$ cat src/rtl/slc_pkg.sv
`timescale 1ns / 1ps
`default_nettype none
// ----------------------------------------------------------------------------
// slc_pkg: shared types and constants for the slab layout chooser
// Field widths, controller state codes and the controller/datapath interface.
// ----------------------------------------------------------------------------
package slc_pkg;

	localparam int CHUNK_W  = 21;
	localparam int PAGE_W   = 17;
	localparam int PCNT_W   = 9;
	localparam int CCNT_W   = 25;
	localparam int SLAB_W   = 25;
	localparam int TOTAL_W  = 23;
	localparam int NPG_W    = 7;
	localparam int DIV_STEPS = 25;
	localparam int DCNT_W   = 5;

	localparam logic [NPG_W-1:0] PAGES_SMALL = 7'd16;
	localparam logic [NPG_W-1:0] PAGES_LARGE = 7'd64;
	localparam logic [PAGE_W-1:0] PG_BYTES_RST = 17'd4096;

	// APB register index (paddr[2])
	localparam logic REG_PG_BYTES = 1'b0;

	typedef enum logic [11:0] {
		ST_IDLE   = 12'b000000000001,
		ST_CSTART = 12'b000000000010,
		ST_CWAIT  = 12'b000000000100,
		ST_EVAL   = 12'b000000001000,
		ST_PICK   = 12'b000000010000,
		ST_MULC   = 12'b000000100000,
		ST_PSTART = 12'b000001000000,
		ST_PWAIT  = 12'b000010000000,
		ST_SCALE  = 12'b000100000000,
		ST_MULF   = 12'b001000000000,
		ST_FSTART = 12'b010000000000,
		ST_FWAIT  = 12'b100000000000
	} slc_state_t;

	typedef struct packed {
		logic load;
		logic div_start;
		logic div_slab;
		logic eval;
		logic pick;
		logic mul_chosen;
		logic scale;
		logic mul_fin;
		logic emit;
	} slc_cmd_t;

	typedef struct packed {
		logic div_done;
		logic last_cand;
	} slc_status_t;

endpackage
`default_nettype wire

$ cat src/rtl/slc_div.sv
`timescale 1ns / 1ps
`default_nettype none
// ----------------------------------------------------------------------------
// slc_div: radix-2 restoring divider
// 25-bit dividend by 21-bit divisor, one quotient bit per cycle.
// ----------------------------------------------------------------------------
module slc_div import slc_pkg::*; (
	input  wire logic               clk,
	input  wire logic               arst_n,
	input  wire logic               start,
	input  wire logic [SLAB_W-1:0]  dividend,
	input  wire logic [CHUNK_W-1:0] divisor,
	output logic                    done,
	output logic [SLAB_W-1:0]       quotient,
	output logic [CHUNK_W-1:0]      remainder
);

	logic [CHUNK_W-1:0] rem_q;
	logic [SLAB_W-1:0]  quo_q;
	logic [DCNT_W-1:0]  cnt_q;
	logic               run_q;
	logic               done_q;
	logic [CHUNK_W:0]   trial;
	logic [CHUNK_W:0]   diff;
	logic               ge;

	assign trial = {rem_q, quo_q[SLAB_W-1]};
	assign ge    = trial >= {1'b0, divisor};
	assign diff  = trial - {1'b0, divisor};

	always_ff @(posedge clk or negedge arst_n) begin
		if (!arst_n) begin
			run_q  <= 1'b0;
			done_q <= 1'b0;
			cnt_q  <= '0;
		end else begin
			done_q <= 1'b0;
			if (start) begin
				run_q <= 1'b1;
				cnt_q <= '0;
			end else if (run_q) begin
				cnt_q <= cnt_q + 1'b1;
				if (cnt_q == DCNT_W'(DIV_STEPS - 1)) begin
					run_q  <= 1'b0;
					done_q <= 1'b1;
				end
			end
		end
	end

	always_ff @(posedge clk) begin
		if (start) begin
			rem_q <= '0;
			quo_q <= dividend;
		end else if (run_q) begin
			rem_q <= ge ? diff[CHUNK_W-1:0] : trial[CHUNK_W-1:0];
			quo_q <= {quo_q[SLAB_W-2:0], ge};
		end
	end

	assign done      = done_q;
	assign quotient  = quo_q;
	assign remainder = rem_q;

endmodule
`default_nettype wire

$ cat src/rtl/slc_dp.sv
`timescale 1ns / 1ps
`default_nettype none
// ----------------------------------------------------------------------------
// slc_dp: slab layout datapath
// Candidate sweep, best-waste tracking, scaling and final slab division.
// ----------------------------------------------------------------------------
module slc_dp import slc_pkg::*; (
	input  wire logic               clk,
	input  wire logic               arst_n,
	input  wire slc_cmd_t           cmd,
	output slc_status_t             status,
	input  wire logic [CHUNK_W-1:0] obj_size,
	input  wire logic [PAGE_W-1:0]  pg_bytes,
	output logic                    done,
	output logic [PCNT_W-1:0]       slab_pages,
	output logic [CHUNK_W-1:0]      obj_size_out,
	output logic [CCNT_W-1:0]       obj_count,
	output logic [CCNT_W-1:0]       slack_bytes
);

	logic [CHUNK_W-1:0] chunk_q;
	logic [NPG_W-1:0]   limit_q;
	logic [NPG_W-1:0]   n_q;
	logic [TOTAL_W-1:0] total_q;
	logic               found_q;
	logic [NPG_W-1:0]   good_pages_q;
	logic [CHUNK_W-1:0] good_waste_q;
	logic [NPG_W-1:0]   fb_pages_q;
	logic [CHUNK_W-1:0] fb_waste_q;
	logic [NPG_W-1:0]   chosen_q;
	logic [SLAB_W-1:0]  slab_q;
	logic [PCNT_W-1:0]  fin_q;
	logic               src_slab_q;
	logic               done_q;
	logic [PCNT_W-1:0]  slab_pages_q;
	logic [CHUNK_W-1:0] chunk_out_q;
	logic [CCNT_W-1:0]  obj_count_q;
	logic [CCNT_W-1:0]  wasted_q;

	logic [SLAB_W-1:0]  dvd_in;
	logic [SLAB_W-1:0]  dvd_cur;
	logic               div_done;
	logic [SLAB_W-1:0]  div_quo;
	logic [CHUNK_W-1:0] div_rem;
	logic               zero_div;
	logic [SLAB_W-1:0]  quo;
	logic [SLAB_W-1:0]  rem;
	logic [CHUNK_W-1:0] w;
	logic [SLAB_W-1:0]  w10;
	logic               qual;
	logic               hit;
	logic [31:0]        w80;
	logic               low_waste;
	logic [9:0]         scaled;
	logic [9:0]         cap;
	logic [23:0]        prod_c;
	logic [25:0]        prod_f;

	assign dvd_in  = cmd.div_slab ? slab_q : {2'b0, total_q};
	assign dvd_cur = src_slab_q ? slab_q : {2'b0, total_q};

	slc_div u_div (
		.clk      (clk),
		.arst_n   (arst_n),
		.start    (cmd.div_start),
		.dividend (dvd_in),
		.divisor  (chunk_q),
		.done     (div_done),
		.quotient (div_quo),
		.remainder(div_rem)
	);

	// a zero chunk divides to quotient 0, remainder = dividend
	assign zero_div = chunk_q == '0;
	assign quo      = zero_div ? '0 : div_quo;
	assign rem      = zero_div ? dvd_cur : {4'b0, div_rem};

	assign w    = rem[CHUNK_W-1:0];
	assign w10  = ({4'b0, w} << 3) + ({4'b0, w} << 1);
	assign qual = w10 <= {2'b0, total_q};
	assign hit  = quo != '0;

	assign w80       = ({7'b0, rem} << 6) + ({7'b0, rem} << 4);
	assign low_waste = w80 <= {7'b0, slab_q};
	assign cap       = {1'b0, limit_q, 2'b0};

	always_comb begin
		if (rem == '0)
			scaled = {chosen_q, 3'b0};
		else if (low_waste)
			scaled = {1'b0, chosen_q, 2'b0};
		else
			scaled = {3'b0, chosen_q};
	end

	assign prod_c = {17'b0, chosen_q} * {7'b0, pg_bytes};
	assign prod_f = {17'b0, fin_q} * {9'b0, pg_bytes};

	always_ff @(posedge clk) begin
		if (cmd.div_start)
			src_slab_q <= cmd.div_slab;
		if (cmd.load) begin
			chunk_q    <= obj_size;
			limit_q    <= (obj_size >= {7'b0, pg_bytes[PAGE_W-1:3]}) ?
				PAGES_LARGE : PAGES_SMALL;
			n_q        <= NPG_W'(1);
			total_q    <= {6'b0, pg_bytes};
			found_q    <= 1'b0;
			fb_pages_q <= NPG_W'(1);
			fb_waste_q <= {4'b0, pg_bytes};
		end
		if (cmd.eval) begin
			if (hit) begin
				if (qual) begin
					found_q <= 1'b1;
					if (!found_q || w < good_waste_q) begin
						good_waste_q <= w;
						good_pages_q <= n_q;
					end
				end
				if (w < fb_waste_q) begin
					fb_waste_q <= w;
					fb_pages_q <= n_q;
				end
			end
			n_q     <= n_q + 1'b1;
			total_q <= total_q + {6'b0, pg_bytes};
		end
		if (cmd.pick)
			chosen_q <= found_q ? good_pages_q : fb_pages_q;
		if (cmd.mul_chosen)
			slab_q <= {1'b0, prod_c};
		if (cmd.scale)
			fin_q <= (scaled > cap) ? cap[PCNT_W-1:0] : scaled[PCNT_W-1:0];
		if (cmd.mul_fin)
			slab_q <= prod_f[SLAB_W-1:0];
		if (cmd.emit) begin
			slab_pages_q <= fin_q;
			chunk_out_q  <= chunk_q;
			obj_count_q  <= quo;
			wasted_q     <= rem;
		end
	end

	always_ff @(posedge clk or negedge arst_n) begin
		if (!arst_n)
			done_q <= 1'b0;
		else
			done_q <= cmd.emit;
	end

	assign status.div_done  = div_done;
	assign status.last_cand = n_q == limit_q;

	assign done         = done_q;
	assign slab_pages   = slab_pages_q;
	assign obj_size_out = chunk_out_q;
	assign obj_count    = obj_count_q;
	assign slack_bytes  = wasted_q;

endmodule
`default_nettype wire

$ cat src/rtl/slc_ctrl.sv
`timescale 1ns / 1ps
`default_nettype none
// ----------------------------------------------------------------------------
// slc_ctrl: slab layout controller
// Sequences the candidate sweep, the chosen-count division and the final one.
// ----------------------------------------------------------------------------
module slc_ctrl import slc_pkg::*; (
	input  wire logic        clk,
	input  wire logic        arst_n,
	input  wire logic        start,
	output logic             busy,
	output slc_cmd_t         cmd,
	input  wire slc_status_t status
);

	slc_state_t state_q;
	slc_state_t state_nx;

	always_comb begin
		state_nx = state_q;
		cmd      = '0;
		case (state_q)
			ST_IDLE: begin
				if (start) begin
					cmd.load = 1'b1;
					state_nx = ST_CSTART;
				end
			end
			ST_CSTART: begin
				cmd.div_start = 1'b1;
				state_nx      = ST_CWAIT;
			end
			ST_CWAIT: begin
				if (status.div_done)
					state_nx = ST_EVAL;
			end
			ST_EVAL: begin
				cmd.eval = 1'b1;
				state_nx = status.last_cand ? ST_PICK : ST_CSTART;
			end
			ST_PICK: begin
				cmd.pick = 1'b1;
				state_nx = ST_MULC;
			end
			ST_MULC: begin
				cmd.mul_chosen = 1'b1;
				state_nx       = ST_PSTART;
			end
			ST_PSTART: begin
				cmd.div_start = 1'b1;
				cmd.div_slab  = 1'b1;
				state_nx      = ST_PWAIT;
			end
			ST_PWAIT: begin
				if (status.div_done)
					state_nx = ST_SCALE;
			end
			ST_SCALE: begin
				cmd.scale = 1'b1;
				state_nx  = ST_MULF;
			end
			ST_MULF: begin
				cmd.mul_fin = 1'b1;
				state_nx    = ST_FSTART;
			end
			ST_FSTART: begin
				cmd.div_start = 1'b1;
				cmd.div_slab  = 1'b1;
				state_nx      = ST_FWAIT;
			end
			ST_FWAIT: begin
				if (status.div_done) begin
					cmd.emit = 1'b1;
					state_nx = ST_IDLE;
				end
			end
			default: begin
				state_nx = ST_IDLE;
			end
		endcase
	end

	always_ff @(posedge clk or negedge arst_n) begin
		if (!arst_n)
			state_q <= ST_IDLE;
		else
			state_q <= state_nx;
	end

	assign busy = state_q != ST_IDLE;

endmodule
`default_nettype wire

$ cat src/rtl/slab_layout_chooser_unit.sv
`timescale 1ns / 1ps
`default_nettype none
// ----------------------------------------------------------------------------
// slab_layout_chooser_unit: picks slab size in pages for a chunk size
//
// channel   | handshake                     | payload
// ----------+-------------------------------+----------------------------------
// request   | start & !busy                 | obj_size
// result    | done (one-cycle strobe)       | slab_pages, obj_size_out,
//           |                               | obj_count, slack_bytes
// config    | psel & penable & pwrite       | paddr, pwdata (pg_bytes @ 0x0)
//
// One request at a time; busy falls at the edge that raises its result strobe.
// Each division on the shared radix-2 divider runs 25 steps. One candidate is
// a divider issue, the wait for its done and an evaluation; a request sweeps
// L candidates, where L is the page limit (16 or 64), then divides twice more
// and can be followed by the next accept as soon as its result is strobed.
// Reset clears the controller and sets pg_bytes to 4096.
// Results are strobed for one cycle and cannot be stalled.
// ----------------------------------------------------------------------------
module slab_layout_chooser_unit import slc_pkg::*; (
	input  wire logic               clk,
	input  wire logic               arst_n,
	input  wire logic               start,
	output logic                    busy,
	input  wire logic [CHUNK_W-1:0] obj_size,
	output logic                    done,
	output logic [PCNT_W-1:0]       slab_pages,
	output logic [CHUNK_W-1:0]      obj_size_out,
	output logic [CCNT_W-1:0]       obj_count,
	output logic [CCNT_W-1:0]       slack_bytes,
	input  wire logic               psel,
	input  wire logic               penable,
	input  wire logic               pwrite,
	input  wire logic [2:0]         paddr,
	input  wire logic [31:0]        pwdata,
	output logic [31:0]             prdata,
	output logic                    pready
);

	logic [PAGE_W-1:0] pg_bytes_q;
	slc_cmd_t          cmd;
	slc_status_t       status;

	assign pready = 1'b1;

	always_ff @(posedge clk or negedge arst_n) begin
		if (!arst_n)
			pg_bytes_q <= PG_BYTES_RST;
		else if (psel && penable && pwrite && pready && paddr[2] == REG_PG_BYTES)
			pg_bytes_q <= pwdata[PAGE_W-1:0];
	end

	assign prdata = (paddr[2] == REG_PG_BYTES) ? {15'b0, pg_bytes_q} : '0;

	slc_ctrl u_ctrl (
		.clk   (clk),
		.arst_n(arst_n),
		.start (start),
		.busy  (busy),
		.cmd   (cmd),
		.status(status)
	);

	slc_dp u_dp (
		.clk         (clk),
		.arst_n      (arst_n),
		.cmd         (cmd),
		.status      (status),
		.obj_size    (obj_size),
		.pg_bytes    (pg_bytes_q),
		.done        (done),
		.slab_pages  (slab_pages),
		.obj_size_out(obj_size_out),
		.obj_count   (obj_count),
		.slack_bytes (slack_bytes)
	);

endmodule
`default_nettype wire

$ cat config.mk
export PLATFORM = sky130hd
export DESIGN_NAME = slab_layout_chooser_unit
export DESIGN_NICKNAME = d
export VERILOG_FILES = /design/src/rtl/slc_pkg.sv /design/src/rtl/slc_div.sv /design/src/rtl/slc_dp.sv /design/src/rtl/slc_ctrl.sv /design/src/rtl/slab_layout_chooser_unit.sv
export SDC_FILE = /design/constraint.sdc
export NUM_CORES = 1
export LEC_CHECK = 0
export ABC_AREA = 1
export BUFFER_PORTS_ARGS = -buffer_cell sky130_fd_sc_hd__buf_2
export CORE_ASPECT_RATIO = 0.9
export CORE_MARGIN = 2
export CORE_UTILIZATION = 45
export CTS_CLUSTER_SIZE = 30
export DETAILED_ROUTE_END_ITERATION = 12
export PLACE_DENSITY = 0.6
export SYNTH_ARGS = -nofsm -noshare
export SYNTH_HDL_FRONTEND = slang
export SYNTH_SLANG_ARGS = --single-unit
$ cat constraint.sdc
create_clock -name clk -period 12.33 [get_ports clk]
set_clock_uncertainty 0.05 [all_clocks]
set_input_delay 0 -clock clk [delete_from_list [all_inputs] [get_ports clk]]
set_output_delay 0 -clock clk [all_outputs]
set_load 0.1 [all_outputs]
==> metrics.md, run 1 <==
| Metric | Value |
|---|---|
| Outcome | complete, no violations |
| Cell Area, Placed | 0.0287 mm² |
| Sequential Power Share | 0.196 |
| Mean Syn Cell Area | 8.16 µm² |
| Distinct cells, synth | 62 |
| Top_reg_cell synth | edfxtp_1 |
| WL final | 79.8 mm |
| Post-route insts no fill | 4,303 |
| Finish-stage setup viols | 0 |
| Post-synth EDFFs | 228 |
| Layout area overhead | 11.8% |
| Post-route DRC | 0 |
| Worst Reg-to-Reg Cells | 32 |
| DP HPWL | 60.3 mm |
| Placed insts | 4,174 |
| Via count | 22,900 |
| H-tree depth | 2 |
| Setup TNS | 0 ps |
| Cell taking the most area after synthesis | edfxtp_1 |
| CP max FO | 68 |
| FP Rows | 85 |
| Fraction of layout cells with a size suffix above 1 | 0.0906 |
| Net Switching | 0.00437 W |
| Part of the power in the clock network | 0.125 |
| Port bufs | 143 |
| Max VDD drop | 0.150 mV |
| Worst slew pin tran | 1230 ps |
| Share of the synthesized area in the top cell type | 0.251 |
| Clk_lat worst skew | 570 ps |
| FF+latch count, synth | 315 |
| Critical Path End Type | register |
| Clock sinks | 315 |
| Routed len/inst | 18.6 µm |
| Clock Path Buffers | 3 |
| Top cells by area, synth | edfxtp_1, fa_1, ha_1 |
| CP required | 12,600 ps |
| Fmax | 131 MHz |
| Vias/cell | 5.32 |
| Net Sw Frac | 0.507 |
| LEAKAGE | 15.2 nW |
| DR iter-0 viols | 1,953 |
| Combinational power share | 0.679 |
| Clk slew on worst S/H paths | 60 ps |
| CP Capture Point | u_dp.fin_q[6]$_DFFE_PP_ |
| Synthesis Warnings | 0 |
| Worst reg2reg setup slack | 4690 ps |
| Total global-route track usage | 0.259 |
| Async S/R FF share, synth | 0.117 |
| Worst stage delay on the critical path | 1230 ps |
| Slew Limit Fails | 0 |
| Maxcap violations | 0 |
| CTS tree | yes |
| Mapped Area | 0.0273 mm² |
| First-pass DRT Iterations | 5 |
| Slowest cell on the critical path | o21ai_0 |
| Antenna diode count | 0 |
| Critical path type | register to register |
| Power per Cell Area | 282 mW/mm² |
| Initial Utilization | 0.456 |
| Die height | 238 µm |
| Root Driver | clkbuf_16 |
| Core area | 0.0599 mm² |
| Largest net degree at the start of global routing | 69 |
| Wire length of the first global-routing pass | 126 mm |
| Num ports | 177 |
| Critical Path Start | u_dp.chunk_q[1]$_DFFE_PP_ |
| Die W | 264 µm |
| Startpoint type of the worst setup path | register |
| Initial antenna violation count | 0 |
| Crit path top cell by count | nand2_1 |
| Pint | 0.00424 W |
| Vias in the first global route | 22,100 |
| RSZ-0062 raised after global routing | no |
| Gpl congestion | 0.923 |
| Reg2Reg Capture Point | u_dp.fin_q[6]$_DFFE_PP_ |
| GRT Residual Overflow | 0 |
| Finished layout cell area | 0.0305 mm² |
| Num CTS Buffers | 38 |
| HP Class | input port to register |
| Reg2reg start | u_dp.chunk_q[1]$_DFFE_PP_ |
| Antenna viol nets, final | 0 |
| Slew HR | 0.172 |
| Post-Synthesis Cells | 3,342 |
| Die area | 0.0626 mm² |
| Fin. Hold Viols | 0 |
| Critical path data arrival time | 7910 ps |
| Period minus WS final | 7640 ps |
| Fin nets | 3,973 |
| Postcts setup bufs | 0 |
| Sequential fraction of the synthesis area | 0.322 |
| Final period util | 0.620 |
| Tot Pwr | 0.00861 W |
power groups by stage:
| stage | clock network (W) | logic, W | registers, W |
|---|---|---|---|
| 2_1_floorplan | 0 | 0.00438 | 0.00160 |
| 3_3_place_gp | 0 | 0.00569 | 0.00170 |
| 3_5_place_dp | 0 | 0.00575 | 0.00171 |
| 4_1_cts | 0.00110 | 0.00580 | 0.00169 |
| 5_1_grt | 0.00114 | 0.00669 | 0.00171 |
| 6_report | 0.00108 | 0.00584 | 0.00169 |
state kept, by name (all words and copies together), names as in the netlist, 7 cells and up:
name and count:
u_dp.slab_pages 9, u_dp.fb_pages_q 7, u_dp.good_waste_q 21, u_dp.fin_q 9
u_dp.obj_count 25, u_dp.fb_waste_q 21, u_dp.slab_q 25, u_dp.chunk_q 21
u_dp.chosen_q 7, u_dp.total_q 23, u_dp.u_div.remainder 21, u_ctrl.state_q 12
u_dp.slack_bytes 25, u_dp.good_pages_q 7, pg_bytes_q 17, u_dp.n_q 7
u_dp.obj_size_out 21, u_dp.u_div.quotient 25
cell usage in the layout, fill, tap and decap left out, drive strengths merged, types with 47 or more instances in the layout:
cell type,n
edfxtp,228
nor2,177
buf,185
nand2,817
nand3,72
dfxtp,50
clkbuf,47
a21oi,219
o21ai,275
inv,600
nand4,47
ha,239
fa,181
dlygate4sd3,60
cell usage after synthesis (all sizes together), types with 2 or more instances:
| master | number |
|---|---|
| dfxtp | 50 |
| ha | 239 |
| xor2 | 32 |
| conb | 2 |
| nand4 | 47 |
| nand3 | 72 |
| nand2 | 817 |
| a21o | 5 |
| mux2 | 6 |
| o31ai | 4 |
| o211ai | 7 |
| or2 | 6 |
| fa | 181 |
| o21a | 4 |
| xnor2 | 37 |
| inv | 599 |
| o41ai | 2 |
| buf | 35 |
| a221oi | 2 |
| dfstp | 2 |
| a21boi | 5 |
| nor4 | 13 |
| nand3b | 3 |
| a21oi | 219 |
| edfxtp | 228 |
| a31oi | 14 |
| clkinv | 3 |
| o221ai | 28 |
| a2111oi | 2 |
| nor3 | 34 |
| a31o | 3 |
| o22ai | 15 |
| o2111ai | 2 |
| nor3b | 4 |
| o21bai | 6 |
| a211oi | 5 |
| o21ai | 275 |
| clkbuf | 115 |
| nor2 | 177 |
| dfrtp | 35 |
| a32o | 3 |
routing by layer:
metal  part of all wire  global-route usage  vias to the layer above
met3              0.071              0.0326                      114
li1                   -                   -                    11100
met4              0.029              0.0817                        0
met2               0.44               0.411                      769
met1               0.46               0.370                    10900
met5                  0                   0                        -
critical path, delay by kind of cell, from the launching register on:
family	cells	cell delay (ps)
AND/OR/NAND/NOR	20	3510
XOR/XNOR	1	140
AO/OA/AOI/OAI	5	1890
flip-flops	1	480
buffers and inverters	3	250
adder cells (fa/ha/maj)	3	1010
cells by family (layout without fill, tap and decap cells):
kind of cell | after synthesis | in the layout | synth area share
simple gates | 1175 | 1175 | 0.182
fa+ha+maj | 420 | 420 | 0.242
flops | 315 | 315 | 0.322
compound gates | 603 | 603 | 0.122
mux | 6 | 6 | 0.00248
buf+inv | 752 | 916 | 0.107
xor+xnor | 69 | 69 | 0.0228
other cells | 2 | 16 | 0.000275
metrics by stage:
step	util	setup slack, ps	hold WS, ps
3_5_place_dp	0.480	4860	124
2_1_floorplan	-	6560	-346
4_1_cts	0.509	4830	0.0903
3_3_place_gp	0.480	4880	124
5_1_grt	0.509	4060	47.6
6_report	0.509	4690	26.9
timing repair:
item                                   in CTS  in global routing
gates resized for setup                     0                  0
endpoints found under the hold margin      84                  0
hold buffers                               60                  0
final cells by class:
class / instances / area, µm²
clock inverters: 22 / 158
fillers: 5795 / 29400
flip-flops and latches: 315 / 8780
multi-input cells: 2289 / 15700
repair buffers: 245 / 1630
well taps: 783 / 980
inverters: 602 / 2260
clock buffers: 47 / 1020
how the worst min path moves through the flow:
stage | slack [ps] | startpoint | end | cells after the start
global route | 50 | penable | pg_bytes_q[4]$_DFFE_PN0P_ | 4
finish | 30 | penable | pg_bytes_q[6]$_DFFE_PN0P_ | 4
detailed placement | 120 | arst_n | u_dp.done$_DFF_PN0_ | 1
floorplan | -350 | arst_n | pg_bytes_q[0]$_DFFE_PN0P_ | 0
global placement | 120 | arst_n | u_dp.done$_DFF_PN0_ | 1
CTS | 0.09 | penable | pg_bytes_q[6]$_DFFE_PN0P_ | 4
Note: power is estimated with default switching activity, not from simulation.
==> run 2, diff against run 1 <==
--- a/config.mk
+++ b/config.mk
@@ -12,7 +12,7 @@
 export CORE_UTILIZATION = 45
 export CTS_CLUSTER_SIZE = 30
 export DETAILED_ROUTE_END_ITERATION = 12
-export PLACE_DENSITY = 0.6
+export PLACE_DENSITY = 0.63
 export SYNTH_ARGS = -nofsm -noshare
 export SYNTH_HDL_FRONTEND = slang
 export SYNTH_SLANG_ARGS = --single-unit
==> constraint.sdc (replaced) <==
create_clock -name clk -period 6.3 [get_ports clk]
set_clock_uncertainty 0.05 [all_clocks]
set_input_delay 0 -clock clk [delete_from_list [all_inputs] [get_ports clk]]
set_output_delay 0 -clock clk [all_outputs]
set_load 0.1 [all_outputs]
==> run 2 against run 1 <==
Compared with the run above:
- flip-flop and latch count unchanged
- global-route usage is 0.13 points higher
- largest power group unchanged
- final area rose by 1.9%
- critical path type unchanged
- register-to-register slack got worse by 4200 ps
- die area did not move
- largest cell class unchanged
- setup slack got worse by 4200 ps
- critical path depth down 8
==> metrics.md, run 2 (same netlist as run 1, synthesis figures left out) <==
| Metric | Value |
|---|---|
| Outcome | complete, no violations |
| WHS Path Cells | 5 (+1) |
| Antenna diode count | 0 (unchanged) |
| Max VDD drop | 0.349 mV (+130%) |
| Routed len/inst | 18.6 µm (+0.44%) |
| Setup TNS | 0 ps (unchanged) |
| CP max FO | 15 (-78%) |
| Wire length of the first global-routing pass | 127 mm (+0.28%) |
| Core area | 0.0599 mm² (unchanged) |
| H-tree depth | 2 (unchanged) |
| Slew HR | 0.174 (+0.00188) |
| Clk_lat worst skew | 580 ps (about the same) |
| Commonest non-fill, non-tap cell in the layout | nand2_1 |
| Slew Limit Fails | 0 (unchanged) |
| Power per Cell Area | 557 mW/mm² (+97%) |
| Final period util | 0.927 (+0.307) |
| Antenna viol nets, final | 0 (unchanged) |
| RSZ-0062 raised after global routing | no |
| LEAKAGE | 15.5 nW (+1.9%) |
| GRT Residual Overflow | 0 (unchanged) |
| Tot Pwr | 0.0173 W (+100%) |
| Slowest cell on the critical path | fa_1 |
| Initial Utilization | 0.456 (unchanged) |
| Reg2reg start | u_dp.chosen_q[2]$_DFFE_PP_ |
| Initial antenna violation count | 2 (+2) |
| Fin nets | 4,022 (+1.2%) |
| Gpl congestion | 0.967 (+4.8%) |
| Setup Slack @ Placement | 249 ps (-4610 ps) |
| CP required | 6560 ps (-6040 ps) |
| Num ports | 177 (unchanged) |
| Worst reg2reg setup slack | 460 ps (-4230 ps) |
| Fmax | 171 MHz (+31%) |
| Fraction of layout cells with a size suffix above 1 | 0.108 (+0.0173) |
| DP HPWL | 63.1 mm (+4.6%) |
| Critical path data arrival time | 6100 ps (-1810 ps) |
| Layout area overhead | 13.9% |
| Via count | 23,300 (+2.0%) |
| Die area | 0.0626 mm² (unchanged) |
| Period minus WS final | 5840 ps (-1800 ps) |
| Reg2Reg Capture Point | u_dp.slab_q[22]$_DFFE_PP_ |
| Worst hold start | penable |
| HP Class | input port to register |
| Worst slew pin tran | 1240 ps (+6.71 ps) |
| Vias/cell | 5.37 (+0.85%) |
| First-pass DRT Iterations | 6 (+1) |
| Finish-stage setup viols | 0 (unchanged) |
| Die height | 238 µm (unchanged) |
| Crit path cell chain | buf_4, nand2_1, fa_1, inv_1, fa_1, fa_1, fa_1, ha_1, a21oi_1, o21ai_0, nand3_1, nand2_1, a21oi_1, inv_1, a21oi_1, o21ai_0, nand3_1, nand2_1, nand2_1, inv_1, or2_2, a21oi_1, xor2_1, o22ai_1 |
| Post-route DRC | 0 (unchanged) |
| DR iter-0 viols | 2,089 (+7.0%) |
| Critical path type | register to register |
| Final worst slack | 458 ps (-4230 ps) |
| Most frequent cells in the layout | nand2_1, inv_1, o21ai_0 |
| Startpoint type of the worst setup path | register |
| Fin. Hold Viols | 0 (unchanged) |
| CTS tree | yes |
| Port bufs | 143 (unchanged) |
| Largest net degree at the start of global routing | 64 (-7.2%) |
| WL final | 81.1 mm (+1.6%) |
| Maxcap violations | 0 (unchanged) |
| Clock Path Buffers | 3 (unchanged) |
| WHS Endpoint | pg_bytes_q[6]$_DFFE_PN0P_ |
| Root Driver | clkbuf_16 |
| Die W | 264 µm (unchanged) |
| Clock sinks | 315 (unchanged) |
| Clk slew on worst S/H paths | 70 ps (about the same) |
| Worst Reg-to-Reg Cells | 24 (-25%) |
| Worst stage delay on the critical path | 520 ps (-710 ps) |
| Critical Path End Type | register |
| FP Rows | 85 (unchanged) |
| Total global-route track usage | 0.261 (+0.00133) |
| Num CTS Buffers | 38 (unchanged) |
| Vias in the first global route | 22,300 (+1.2%) |
run 2: cell count changes in the layout (fill, tap and decap cells not counted), sizes merged:
| cell | change |
|---|---|
| buf | +53 |
| inv | +2 |
| dlygate4sd3 | -4 |
| clkinvlp | +2 |
| bufinv | +4 |
| clkinv | -5 |
| clkbuf | -4 |
run 2: worst max-delay path: cells and delay by family, from the launching register on:
| family | cells | cell delay [ps] |
|---|---|---|
| DFF | 1 | 460 |
| AOI/OAI and AO/OA | 7 | 1120 |
| adders and majority gates | 5 | 2370 |
| xor gates and xnor gates | 1 | 310 |
| and+or+nand+nor | 7 | 780 |
| buffers and inverters | 4 | 470 |
run 2: through the flow:
step	hold slack (ps)	utilization	cells	instance area [µm²]
2_1_floorplan	-346	-	3356	27300
3_3_place_gp	141	0.487	4226	29100
3_5_place_dp	139	0.487	4226	29100
4_1_cts	3.32	0.518	4350	31000
5_1_grt	72.3	0.519	4351	31100
6_report	25.3	0.519	4351	31100
run 2: layout make-up:
class,count,area (µm²)
Sequential cell,315,8780
Tap cell,783,980
Fill cell,5700,28800
Timing Repair Buffer,294,2030
Clock inverter,25,315
Clock buffer,43,990
Multi-Input combinational cell,2289,15700
Inverter,602,2260
run 2: worst max-delay path by stage:
stage | start | endpoint
floorplan | u_dp.chunk_q[1]$_DFFE_PP_ | u_dp.good_pages_q[0]$_DFFE_PP_
detailed placement | u_dp.chunk_q[7]$_DFFE_PP_ | u_dp.fin_q[8]$_DFFE_PP_
finish | u_dp.chosen_q[2]$_DFFE_PP_ | u_dp.slab_q[22]$_DFFE_PP_
global route | pg_bytes_q[3]$_DFFE_PN0P_ | u_dp.slab_q[24]$_SDFFCE_PN0P_
global placement | u_dp.chunk_q[20]$_DFFE_PP_ | u_dp.fin_q[6]$_DFFE_PP_
CTS | u_dp.chunk_q[20]$_DFFE_PP_ | u_dp.fin_q[6]$_DFFE_PP_
run 2: power breakdown:
| part | total [W] | switching, W | internal, W |
|---|---|---|---|
| clock | 0.00231 | 0.000960 | 0.00136 |
| combinational | 0.0117 | 0.00734 | 0.00431 |
| sequential | 0.00333 | 0.000423 | 0.00291 |
| total | 0.0173 | 0.00872 | 0.00858 |
run 2: per-layer routing:
metal  part of all wire  wire length [µm]  vias up  global-route usage
met1               0.45             36100    11100               0.368
met3              0.079              6430      130              0.0417
met4              0.031              2480        0              0.0828
li1                   -                 -    11200                   -
met5                  0                 0        -                   0
met2               0.44             36000      860               0.411
run 2: what timing repair did:
action | 4_1_cts | 5_1_grt
hold buffers | 56 | 0
resized for setup | 0 | 25
buffers inserted | 0 | 1
endpoints found under the hold margin | 82 | 0
setup endpoints to repair | 0 | 10
